[src/hw/rtl/fca_pkg.sv]
// Shared types and constants for the FIR convolution block.
// Holds the request and response payload structs and the control structs
// passed between the top level, the tap cells and the multiply-accumulate unit.
`default_nettype none

package fca_pkg;

   localparam int SAMPLE_W     = 16;
   localparam int COUNT_W      = 7;
   localparam int INDEX_W      = 6;
   localparam int TAPS_DEFAULT = 64;

   localparam int SAMPLE_MAX = 32767;
   localparam int SAMPLE_MIN = -32768;

   localparam logic [COUNT_W-1:0] TAP_COUNT_RESET = 7'd64;

   localparam logic CMD_LOAD = 1'b0;
   localparam logic CMD_PUSH = 1'b1;

   typedef struct packed {
      logic                       cmd;
      logic [INDEX_W-1:0]         tap_index;
      logic signed [SAMPLE_W-1:0] coefficient;
      logic signed [SAMPLE_W-1:0] sample;
      logic                       last_sample;
   } req_type;

   typedef struct packed {
      logic signed [SAMPLE_W-1:0] out_sample;
      logic                       last_out;
   } rsp_type;

   typedef struct packed {
      logic load;
      logic shift;
      logic rotate;
      logic clear;
   } cell_ctrl_type;

   typedef struct packed {
      logic clear;
      logic en;
   } mac_ctrl_type;

endpackage

`default_nettype wire

[src/hw/rtl/fca_cell.sv]
// One tap cell of the FIR chain: a coefficient and a delayed sample.
// Shifts samples along the delay line, rotates both values around the ring
// while a sum is formed, takes coefficient loads, and clears its sample. Depends on fca_pkg.
`default_nettype none

module fca_cell (
   input  logic                                clock,
   input  logic                                reset,
   input  fca_pkg::cell_ctrl_type              ctrl,
   input  logic                                load_sel,
   input  logic signed [fca_pkg::SAMPLE_W-1:0] load_coef,
   input  logic signed [fca_pkg::SAMPLE_W-1:0] shift_in,
   input  logic signed [fca_pkg::SAMPLE_W-1:0] rot_coef_in,
   input  logic signed [fca_pkg::SAMPLE_W-1:0] rot_sample_in,
   output logic signed [fca_pkg::SAMPLE_W-1:0] coef_out,
   output logic signed [fca_pkg::SAMPLE_W-1:0] sample_out
);
   import fca_pkg::*;

   logic signed [SAMPLE_W-1:0] coef_ff;
   logic signed [SAMPLE_W-1:0] coef_in;
   logic signed [SAMPLE_W-1:0] sample_ff;
   logic signed [SAMPLE_W-1:0] sample_in;

   always_comb begin
      coef_in   = coef_ff;
      sample_in = sample_ff;
      if (ctrl.clear) begin
         sample_in = '0;
      end else if (ctrl.shift) begin
         sample_in = shift_in;
      end else if (ctrl.rotate) begin
         coef_in   = rot_coef_in;
         sample_in = rot_sample_in;
      end else if (ctrl.load && load_sel) begin
         coef_in = load_coef;
      end
   end

   always_ff @(posedge clock) begin
      if (reset) begin
         coef_ff   <= '0;
         sample_ff <= '0;
      end else begin
         coef_ff   <= coef_in;
         sample_ff <= sample_in;
      end
   end

   assign coef_out   = coef_ff;
   assign sample_out = sample_ff;

endmodule

`default_nettype wire

[config.mk]
export PLATFORM = sky130hd
export DESIGN_NAME = fca_cell
export DESIGN_NICKNAME = d
export VERILOG_FILES = /design/src/hw/rtl/fca_pkg.sv /design/src/hw/rtl/fca_cell.sv
export SDC_FILE = /design/constraint.sdc
export NUM_CORES = 1
export LEC_CHECK = 0
export ABC_AREA = 1
export BUFFER_PORTS_ARGS = -buffer_cell sky130_fd_sc_hd__buf_4
export CORE_MARGIN = 2
export CORE_UTILIZATION = 39
export CTS_BUF_LIST = sky130_fd_sc_hd__clkbuf_2
export DETAILED_ROUTE_END_ITERATION = 7
export PLACE_DENSITY = 0.83
export SLEW_MARGIN = 40
export SYNTH_ARGS = -nofsm -noshare
export SYNTH_HDL_FRONTEND = slang
export SYNTH_SLANG_ARGS = --single-unit
[constraint.sdc]
create_clock -name clock -period 0.8 [get_ports clock]
set_input_delay 0.16 -clock clock [delete_from_list [all_inputs] [get_ports clock]]
set_output_delay 0.16 -clock clock [all_outputs]
set_load 0.02 [all_outputs]
* Word level (Yosys, flattened, before mapping)
Cells that the tools add are included.
** Operators by class
- Multipliers :: 0
- Shift-type cells :: 0
- Add/sub/neg operators :: 0
- Eq/ne operators :: 0
- Div/mod/pow operators :: 0
- $lt $le $gt $ge :: 0
- Bitwise operators :: 2
- Mux-type cells :: 4
- Reductions and logical operators :: 5
** Operators by type and width (count)
- 2-to-1 mux 16 bit :: 4
- nonzero test 2 bit :: 2
- AND reduction 3 bit :: 1
- NOT 1 bit :: 2
- OR reduction 2 bit :: 1
- logical AND 1 bit :: 1
** Storage, ports and cells
- Memory bits (writable) :: 0
- Bits of input ports :: 71
- Register bits :: 32
- Bits in latches :: 0
- ROM bits :: 0
- Memories :: 0
- Output and inout bits :: 32
- Logic and storage cells :: 13

* Logic depth before layout (Yosys ltp)
- Depth after elaboration :: 3
- Mapped depth :: 8
- Depth with buffers taken out :: 6

* Worst setup path after synthesis
Ideal clock, no wire load.
- Path type :: input -> register
- From :: input ctrl[2] (netlist bit)
- To :: register coef_ff[0], in the netlist coef_out[0]
- Library setup time :: 0.113 ns
- Data required time :: 0.687 ns
- Path buffers :: 2
- Data arrival time :: 0.727 ns
- Slack :: -0.040 ns
- Stages on the path :: 6
- Cells stage by stage :: buf_6 -> nor2_4 -> nand2_4 -> buf_4 -> nor2_1 -> nor2_1
** On the way
- Longest elaborated chain between the ends :: 2
** RTL lines
- from (decl) :: RTL line fca_cell.sv:9 : input fca_pkg::cell_ctrl_type ctrl,
- NOT 1 bit (no source line)
- AND reduction 3 bit (no source line)
- to (signal assigned) :: RTL line fca_cell.sv:45 : coef_ff <= coef_in;
- to (decl) :: RTL line fca_cell.sv:20 : logic signed [SAMPLE_W-1:0] coef_ff;
Every way passes these cells.
A chain may end at the register's enable or synchronous reset.

* Worst setup path after layout
- From :: register coef_ff[4], in the netlist coef_out[4]
- To :: output coef_out[4] (netlist bit)
** RTL lines
- to (decl) :: RTL line fca_cell.sv:15 : output logic signed [fca_pkg::SAMPLE_W-1:0] coef_out,
No word-level cell between the ends.

==> impl_metrics.json <==
{
  "p_int_w": 0.00248,
  "worstPathRequired_ns": 0.64,
  "grt_max_degree": 31,
  "dpl_cell_area_sq_um": 2470,
  "layout_min_cycle_time_ns": 1.01,
  "cts_buffers": 5,
  "synth_ff_type": "dfxtp_1",
  "hold_depth": 3,
  "power_frac_comb_pct": 30.8,
  "postCtsHoldBufs": 0,
  "fill_cells": 373,
  "drt-total-wl_mm": 4.95,
  "p_switching_w": 0.00108,
  "async_flop_share_pct": 0,
  "yosys_warnings": 0,
  "start_kind": "register",
  "sw_frac_of_total_pct": 30.4,
  "setup_ws_ns": -0.213,
  "ir_worst_vdd_v": 0.000764,
  "worst-path-stages": 1,
  "grt_overflow": 0,
  "cts.sinks": 32,
  "core_area_sq_um": 4000,
  "rr_worst_depth": 4,
  "tightest_slew_ns": 0.323,
  "yosysMostFrequentCell": "nand2_1",
  "antenna_cells": 0,
  "drc": 0,
  "skew_ns": 0,
  "clkPwrFrac_pct": 19.4,
  "synthXorXnorAreaFrac_pct": 0,
  "final-hold-violation-count": 0,
  "synthAdderAreaFrac_pct": 0,
  "fmax_mhz": 987,
  "routedWlPerCell_microns": 12.1,
  "path_delay_family": "flip-flops",
  "place.gp.congestion": 0.802,
  "cts.clk_slew.worst_paths_ns": 0.15,
  "slowest_delay_ns": 0.37,
  "crit_chain": "buf_6",
  "period_share_pct": 127,
  "synth_compound_area_share_pct": 4.93,
  "cts_htree_levels": 2,
  "yosysSeqAreaShare_pct": 39.4,
  "syn_nets": 320,
  "root_buffer": "clkbuf_2",
  "grt_pass1_vias": 1805,
  "yosys.area_share.simple_pct": 43.3,
  "synth_area_sq_um": 1630,
  "synth_top_family_by_area": "simple AND/OR/NAND/NOR gates",
  "crit_buf_inv": 1,
  "crit_path_end_kind": "primary output",
  "grt_first_pass_wirelength_mm": 7.62,
  "die_area_sq_um": 4700,
  "ys_ff_latch": 32,
  "cpMaxStageDelayCell": "dfxtp_2",
  "layout-drive-gt1-share_pct": 46.0,
  "slew_headroom_pct": 78.4,
  "p_per_area_nw_per_um2": 1310,
  "synth_edf_count": 0,
  "clock_latency_ns": 0.36,
  "synthMuxAreaShare_pct": 0,
  "die_x_microns": 68.6,
  "layout.nets": 430,
  "drtAntennaViolNets": 0,
  "die_h_microns": 68.6,
  "num_rows": 23,
  "drt_first_pass_iters": 4,
  "drv_slew": 0,
  "syn_avg_cell_area_sq_um": 6.53,
  "grt_util_all_layers_pct": 21.9,
  "multi_input_area_sq_um": 806,
  "outcome": "finished, violations left",
  "viasPerCell": 4.72,
  "cellLeakagePower_nw": 1.41,
  "seq_area_sq_um": 681,
  "synth.area.top_cells": "dfxtp_1 39%, nand2_1 19%, nor3_1 15%",
  "arrival_ns": 0.85,
  "drv_cap": 0,
  "finalSetupViolCount": 33,
  "io_pins": 103,
  "power.share.sequential_pct": 49.8,
  "syn2layout_area_growth_pct": 67.1,
  "pre_cts_slack_ns": -0.171,
  "finalInstanceArea_sq_um": 2720,
  "cts_tree": "done",
  "io_buffers": 102,
  "synth_cells": 249,
  "yosysTopAreaCellShare_pct": 39.4,
  "hold_class": "in2reg",
  "dp_hpwl_mm": 3.50,
  "vias": 1931,
  "grt_setup_unrepaired": "true",
  "yosys-top-cells-count": "81 x nand2_1, 48 x nor3_1, 32 x dfxtp_1, 32 x nor2_1, 17 x inv_1",
  "ys_types": 15,
  "cp_max_fo": 2,
  "finalPower_w": 0.00355,
  "drt_iter0_drc": 100,
  "crit_type": "reg2out",
  "clk_path_buf_depth": 2,
  "initial_core_util_pct": 40.6,
  "yosysTopAreaCell": "dfxtp_1",
  "antenna_found_initial": 0,
  "violations": "negative setup slack"
}
## repair_timing
action                                  CTS  global route
endpoints found under the setup margin   32            33
setup buffers                             1             4
pin swaps                                 1             0
gates resized for setup                  66             1
endpoints found under the hold margin     0             0
## stage by stage
stage / TNS (ns) / utilization [%] / std cells / hold slack, ns
6_report: -6.39 / 67.9 / 409 / 0.0803
5_1_grt: -7.91 / 67.9 / 409 / 0.0627
4_1_cts: -6.94 / 67.0 / 405 / 0.0645
3_5_place_dp: -4.40 / 61.7 / 397 / 0.465
3_3_place_gp: -3.86 / 61.7 / 397 / 0.455
2_1_floorplan: -0.168 / - / 249 / 0.343
## layout by cell type (no fill, tap or decap)
master,Yosys,layout
o21ai_1,7,7
clkinv_1,0,2
buf_12,0,3
o21ai_0,9,9
nor3_4,0,1
nand2_4,1,2
buf_6,5,32
buf_4,4,85
inv_6,0,1
nor2_4,2,2
nor3_1,48,46
dfxtp_2,0,32
nor2_1,32,32
nor3_2,0,1
inv_2,1,1
inv_1,17,17
clkbuf_2,0,5
nand2_1,81,81
## worst paths after layout
check / startpoint / end / slack [ns]
setup / recovery: coef_out[4] / coef_out[4] / -0.21
hold / removal: rot_sample_in[10] / sample_out[10] / 0.08
setup reg to reg: sample_out[7] / sample_out[7] / -0.06
hold reg to reg: coef_out[6] / coef_out[6] / 0.53
## cells by family (layout without fill, tap and decap cells)
logic type / Yosys count / in the layout
flip-flops: 32 / 32
AND/OR/NAND/NOR: 165 / 165
buffers and inverters: 36 / 146
AO/OA/AOI/OAI: 16 / 16
## cell type report
type	count	area share [%]
timing repair buffer	120	39.0
clock inverter	2	0.276
clock buffer	5	0.921
tap	50	2.30
inverter	19	2.81
multi-input combinational	181	29.7
sequential	32	25.1
## power groups by stage
stage | combinational (W) | sequential, W | clock, W
2_1_floorplan | 0.000396 | 0.00188 | 0
3_3_place_gp | 0.000989 | 0.00177 | 0
3_5_place_dp | 0.00101 | 0.00177 | 0
4_1_cts | 0.00108 | 0.00177 | 0.000722
5_1_grt | 0.00120 | 0.00178 | 0.000791
6_report | 0.00109 | 0.00177 | 0.000691
## per-layer routing
layer,vias up,part of all wire [%],track usage [%]
li1,997,-,-
met1,861,39,23.4
met2,58,54,40.4
met3,15,4.3,3.90
met4,0,3.3,12.0
met5,-,0,0
## flip-flops by register name, summed over array words and instances (netlist names)
signal,count
coef_out,16
sample_out,16
(Power assumes the default switching activity.)
