## src/hw/rtl/fca_pkg.sv

```systemverilog
// Shared types and constants for the FIR convolution block.
// Holds the request and response payload structs and the control structs
// passed between the top level, the tap cells and the multiply-accumulate unit.
`default_nettype none

package fca_pkg;

   localparam int SAMPLE_W     = 16;
   localparam int COUNT_W      = 7;
   localparam int INDEX_W      = 6;
   localparam int TAPS_DEFAULT = 64;

   localparam int SAMPLE_MAX = 32767;
   localparam int SAMPLE_MIN = -32768;

   localparam logic [COUNT_W-1:0] TAP_COUNT_RESET = 7'd64;

   localparam logic CMD_LOAD = 1'b0;
   localparam logic CMD_PUSH = 1'b1;

   typedef struct packed {
      logic                       cmd;
      logic [INDEX_W-1:0]         tap_index;
      logic signed [SAMPLE_W-1:0] coefficient;
      logic signed [SAMPLE_W-1:0] sample;
      logic                       last_sample;
   } req_type;

   typedef struct packed {
      logic signed [SAMPLE_W-1:0] out_sample;
      logic                       last_out;
   } rsp_type;

   typedef struct packed {
      logic load;
      logic shift;
      logic rotate;
      logic clear;
   } cell_ctrl_type;

   typedef struct packed {
      logic clear;
      logic en;
   } mac_ctrl_type;

endpackage

`default_nettype wire

```

## src/hw/rtl/fca_mac.sv

```systemverilog
// Shared multiply-accumulate unit with truncation and saturation to Q1.15.
// Registers each product before it is added into the wide accumulator.
// Depends on fca_pkg.
`default_nettype none

module fca_mac #(
   parameter int ACC_W = 39
) (
   input  logic                                clock,
   input  logic                                reset,
   input  fca_pkg::mac_ctrl_type               ctrl,
   input  logic signed [fca_pkg::SAMPLE_W-1:0] coef,
   input  logic signed [fca_pkg::SAMPLE_W-1:0] sample,
   output logic signed [fca_pkg::SAMPLE_W-1:0] result
);
   import fca_pkg::*;

   localparam int PROD_W = 2 * SAMPLE_W;
   localparam int FRAC_W = SAMPLE_W - 1;
   localparam logic signed [ACC_W-1:0] SAT_MAX = ACC_W'(SAMPLE_MAX);
   localparam logic signed [ACC_W-1:0] SAT_MIN = ACC_W'(SAMPLE_MIN);

   logic signed [PROD_W-1:0] mult_ff;
   logic                     mult_en_ff;
   logic signed [ACC_W-1:0]  acc_ff;
   logic signed [ACC_W-1:0]  acc_in;
   logic signed [ACC_W-1:0]  quot;
   logic signed [ACC_W-1:0]  quot_adj;
   logic                     round_up;

   always_comb begin
      acc_in = acc_ff;
      if (ctrl.clear) begin
         acc_in = '0;
      end else if (mult_en_ff) begin
         acc_in = acc_ff + {{(ACC_W-PROD_W){mult_ff[PROD_W-1]}}, mult_ff};
      end
   end

   always_ff @(posedge clock) begin
      if (reset) begin
         mult_en_ff <= 1'b0;
         acc_ff     <= '0;
      end else begin
         mult_en_ff <= ctrl.en;
         acc_ff     <= acc_in;
      end
      mult_ff <= coef * sample;
   end

   // The shift by 2^15 rounds down, so negative sums with a fraction step up by one to round towards zero.
   always_comb begin
      quot     = acc_ff >>> FRAC_W;
      round_up = acc_ff[ACC_W-1] & (|acc_ff[FRAC_W-1:0]);
      quot_adj = quot + {{(ACC_W-1){1'b0}}, round_up};
      if (quot_adj > SAT_MAX) begin
         result = SAT_MAX[SAMPLE_W-1:0];
      end else if (quot_adj < SAT_MIN) begin
         result = SAT_MIN[SAMPLE_W-1:0];
      end else begin
         result = quot_adj[SAMPLE_W-1:0];
      end
   end

endmodule

`default_nettype wire

```

## config.mk

```make
export PLATFORM = sky130hd
export DESIGN_NAME = fca_mac
export DESIGN_NICKNAME = d
export VERILOG_FILES = /design/src/hw/rtl/fca_pkg.sv /design/src/hw/rtl/fca_mac.sv
export SDC_FILE = /design/constraint.sdc
export NUM_CORES = 1
export LEC_CHECK = 0
export BUFFER_PORTS_ARGS = -buffer_cell sky130_fd_sc_hd__buf_4
export CAP_MARGIN = 0
export CORE_MARGIN = 4
export CORE_UTILIZATION = 47
export CTS_BUF_LIST = sky130_fd_sc_hd__clkbuf_4 sky130_fd_sc_hd__clkbuf_8 sky130_fd_sc_hd__clkbuf_16
export DETAILED_ROUTE_END_ITERATION = 6
export GPL_TIMING_DRIVEN = 0
export PLACE_DENSITY = 0.73
export SLEW_MARGIN = 20
export SYNTH_ARGS = -nofsm -noshare
export SYNTH_HDL_FRONTEND = slang
export SYNTH_SLANG_ARGS = --single-unit
```

## constraint.sdc

```tcl
create_clock -name clock -period 19.15 [get_ports clock]
set_input_delay 1.915 -clock clock [delete_from_list [all_inputs] [get_ports clock]]
set_output_delay 1.915 -clock clock [all_outputs]
set_load 0.05 [all_outputs]
```

# Word level (Yosys, flattened, before mapping)

Cells that the tools add are included.
Widths: inputs -> output; s select.

Flip-flop bits (word level): 72
Bits of input ports: 36

$add $sub $neg: 2
Multipliers: 1
Order comparisons: 2
Muxes and demuxes: 2
Bitwise gates (word level): 1
Reduce and logical (&&, ||, !) cells: 2

Operators by type and width:

| operator             | number |
|---|---|
| $add 39x39->39       | 1 |
| $mul 16x16->32       | 1 |
| $mux 16              | 2 |
| $add 24x2->25        | 1 |
| $gt 25x16->1 const B | 1 |
| $lt 25x16->1 const B | 1 |
| $reduce_or 15->1     | 1 |
| $reduce_or 2->1      | 1 |
| $and 1x1->1          | 1 |

# Longest topological paths before layout

Depth in word-level cells: 6
Mapped depth: 25

# Least setup slack after synthesis

OpenSTA, ideal clock, no wires.

Kind: input port to flip-flop
Start: input sample[15] in the netlist's numbering
End: register mult_ff[30]
Setup time: 0.072 ns
Arrival time: 7.398 ns
Data required time: 19.078 ns
Path slack: 11.679 ns
Cell stages on the path: 21
Path buffers: 1
Path through: inv_1 > clkbuf_1 > nor2_1 > fa_1 > fa_1 > fa_1 > fa_1 > fa_1 > inv_1 > fa_1 > inv_1 > ha_1 > and3_1 > and2_1 > a221oi_1 > nor2_1 > o21ai_1 > a31oi_1 > a21o_1 > a21oi_1 > xnor2_1

Longest elaborated chain between the ends: 1

Ends and longest elaborated chain:

| item                 | line          | source |
|---|---|---|
| from (decl)          | fca_mac.sv:13 | `input logic signed [fca_pkg::SAMPLE_W-1:0] sample,` |
| $mul 16x16->32       | fca_mac.sv:48 | `mult_ff <= coef * sample;` |
| to (signal assigned) | fca_mac.sv:48 |  |
| to (decl)            | fca_mac.sv:23 | `logic signed [PROD_W-1:0] mult_ff;` |

Every way passes these cells.
A chain may end at the register's enable or synchronous reset.

# Worst setup path in the final report

Same ends and word-level chain as after synthesis.

==> flow_summary_export.csv <==
group,metric,value,unit
status,status,"finished clean",
yosys,ys.warnings.count,0,
die,die_w,184,um
route,viasPerCell,5.17,
yosys,syn_nets,2059,
timing,relSlewSlack,49.5,%
setup_path,worstPathCellList,"buf_4 > inv_1 > clkbuf_1 > nor2_1 > fa_1 > fa_1 > fa_1 > fa_1 > fa_1 > inv_1 > fa_1 > inv_1 > ha_1 > and3_1 > and2_1 > a221oi_1 > nor2_1 > o21ai_1 > a31oi_1 > a21o_1 > a21oi_1 > xnor2_1",
yosys,syn-instance-count,1638,
route,dr_total_vias,10900,
setup_path,crit_path_max_incr_delay,0.54,ns
yosys,syn_area_per_cell,8.88,um^2
layout,num_antenna_cells,0,
yosys,synth_cell_types,64,
route,ant_nets,0,
yosys,yosys.area.top_type,"fa_1",
layout,design_area,15700,um^2
setup_path,worst_path_most_repeated_cell,"fa_1",
clock_network,clock_sinks,72,
yosys,ys_ff_latch,72,
global_routing,grt_max_degree,13,
yosys,synthArstFlopShare,0,%
yosys,syn-cell-area,14500,um^2
timing,worst_pin_slew,0.755,ns
clock_network,clk_pin_slew_worst_paths,0.06,ns
timing,setup_violations,0,
yosys,synth-edff-count,0,
layout,area_growth,7.88,%
timing,fin_setup_tns,0,ns
layout,post-route-util,51.3,%
route,wirelength,32900,um
clock_network,clk_latency,0.34,ns
clock_network,clockRootBuffer,"clkbuf_16",
clock_network,h-tree-depth,3,
setup_path,cpMaxStageDelayCell,"fa_1",
flow_run,cap_violations,0,
layout,drive_gt1_share,6.22,%
placement,dp_hpwl,28600,um
die,ioPinCount,52,
setup_path,worstPathMaxFanout,10,
timing,finalCriticalPeriod,8.02,ns
setup_path,startpoint,"sample[15]",
clock_network,cts_tree,"done",
die,die_y,184,um
global_routing,grt_util_all_layers,20.2,%
yosys,ys_top_cells_by_area,"fa_1 (36%), ha_1 (11%), dfxtp_1 (9.9%)",
setup_path,rr_endpoint,"acc_ff[38]$_SDFFE_PP0P_",
clock_network,clock_path_buffers,2,
die,rows,64,
timing,clock.fmax,0.125,GHz
global_routing,grt_pass1_wl,55900,um
clock_network,cts_hold_buffers,0,
route,dr.pass1.iters,4,
route,wl_per_cell,15.6,um
die,core-area,30600,um^2
clock_network,post_cts.repair.setup_buffers,0,
die,floorplan.initialDensity,47.5,%
die,fp.dieArea,33800,um^2
layout,nets,2121,
timing,min_period_over_period,41.9,%
timing,fin_skew,0.00963,ns
hold_path,hp-class,"register to register",
setup_path,path_class,"input pin to register",
timing,maxSlewViolCount,0,
setup_path,critPathCapture,"mult_ff[30]$_DFF_P_",
setup_path,crit_path_end_kind,"register",
global_routing,gr-total-overflow,0,
timing,hold_slack,0.505,ns
setup_path,cp.arrival,8.28,ns
clock_network,cts_resized,0,
timing,rsz0062_at_grt,"false",
placement,gp_congestion,0.943,
timing,hold_violations,0,
setup_path,reg2reg_from,"acc_ff[0]$_SDFFE_PP0P_",
placement,post_dp_cell_area,15400,um^2
setup_path,r2r_cells,12,
setup_path,crit_path_start_kind,"input pin",
route,drc,0,
yosys,synth_top_area_share,36.2,%
setup_path,reg2reg_slack,16.00,ns
global_routing,antenna_found_initial,0,
global_routing,grt_pass1_vias,11400,
setup_path,critPathRequiredTime,19.42,ns
clock_network,cts_buffers,9,
yosys,synthFlopType,"dfxtp_1",
route,first_iter_violations,442,
placement,port_buffers,51,
yosys,ys_seq_area_share,9.91,%
[final cells by class]
class / count / area (um^2)
fill: 2812 / 14900
clock inverter: 5 / 35.0
buffer: 45 / 184
timing repair buffer: 51 / 383
multi-input combinational: 1181 / 11600
tap: 396 / 495
inverter: 340 / 1280
sequential: 72 / 1440
clock buffer: 10 / 233
[per-stage QoR]
step | instances | setup slack, ns
after floorplan | 1638 | 11.68
after CTS | 2100 | 11.17
after global placement | 2085 | 10.84
after global routing | 2100 | 10.77
final | 2100 | 11.13
after detailed placement | 2085 | 10.83
[per-layer routing]
layer	global-route usage [%]	routed length, um	up-vias
met5	0	0	-
met4	5.00	733	0
met3	3.01	1920	42
met2	33.9	15200	309
met1	27.8	15000	5273
li1	-	-	5241
[state kept, by name (all words and copies together) (netlist names)]
name        cells
mult_ff        32
mult_en_ff      1
acc_ff         39
[cells in the mapped netlist, drive strengths merged (3+ instances only)]
library cell	instances
a211o	5
a211oi	15
a21o	21
a21oi	55
a31oi	9
and2	128
and3	11
buf	5
clkbuf	40
dfxtp	72
fa	263
ha	122
inv	340
mux2i	26
nand2	150
nand2b	11
nand3	18
nand3b	8
nand4	10
nor2	89
nor2b	8
nor3	12
nor4	4
o211ai	5
o21a	9
o21ai	65
o21bai	7
o22ai	3
o31ai	4
o41ai	4
or2	5
or3	3
xnor2	67
xor2	21
[worst min path at each step]
stage,start,endpoint,slack [ns],cells after the start
floorplan,acc_ff[33]$_SDFFE_PP0P_,acc_ff[33]$_SDFFE_PP0P_,0.46,2
global placement,acc_ff[33]$_SDFFE_PP0P_,acc_ff[33]$_SDFFE_PP0P_,0.49,2
detailed placement,acc_ff[33]$_SDFFE_PP0P_,acc_ff[33]$_SDFFE_PP0P_,0.50,2
CTS,acc_ff[33]$_SDFFE_PP0P_,acc_ff[33]$_SDFFE_PP0P_,0.51,2
global route,acc_ff[33]$_SDFFE_PP0P_,acc_ff[33]$_SDFFE_PP0P_,0.55,2
finish,acc_ff[33]$_SDFFE_PP0P_,acc_ff[33]$_SDFFE_PP0P_,0.51,2
[logic make-up (layout without fill, tap and decap cells)]
family / count (synthesis) / in the layout / synth area share, %
xor gates and xnor gates: 88 / 88 / 5.30
DFF: 72 / 72 / 9.91
muxes: 27 / 27 / 1.89
and+or+nand+nor: 462 / 462 / 15.9
buffers and inverters: 385 / 451 / 10.0
AOI/OAI and AO/OA: 219 / 219 / 10.3
adders and majority gates: 385 / 385 / 46.7
[critical path: cells and delay by family]
kind / cells / cell delay [ns]
buffers and inverters: 5 / 0.85
XOR/XNOR: 1 / 0.13
AND/OR/NAND/NOR: 4 / 0.65
AO/OA/AOI/OAI: 5 / 1.15
adder cells (fa/ha/maj): 7 / 3.56
[layout by cell type, fill, tap and decap left out, types with 26 or more instances in the layout]
cell type / n
clkbuf_1: 40
ha_1: 122
nand2_1: 150
fa_1: 263
a21oi_1: 49
xnor2_1: 67
dfxtp_1: 72
buf_4: 51
inv_1: 340
nor2_1: 87
mux2i_1: 26
o21ai_0: 42
and2_1: 128
Power is left out: the tool's default activity adds up to more than one toggle a clock period on the data nets, which glitch-free logic cannot reach.
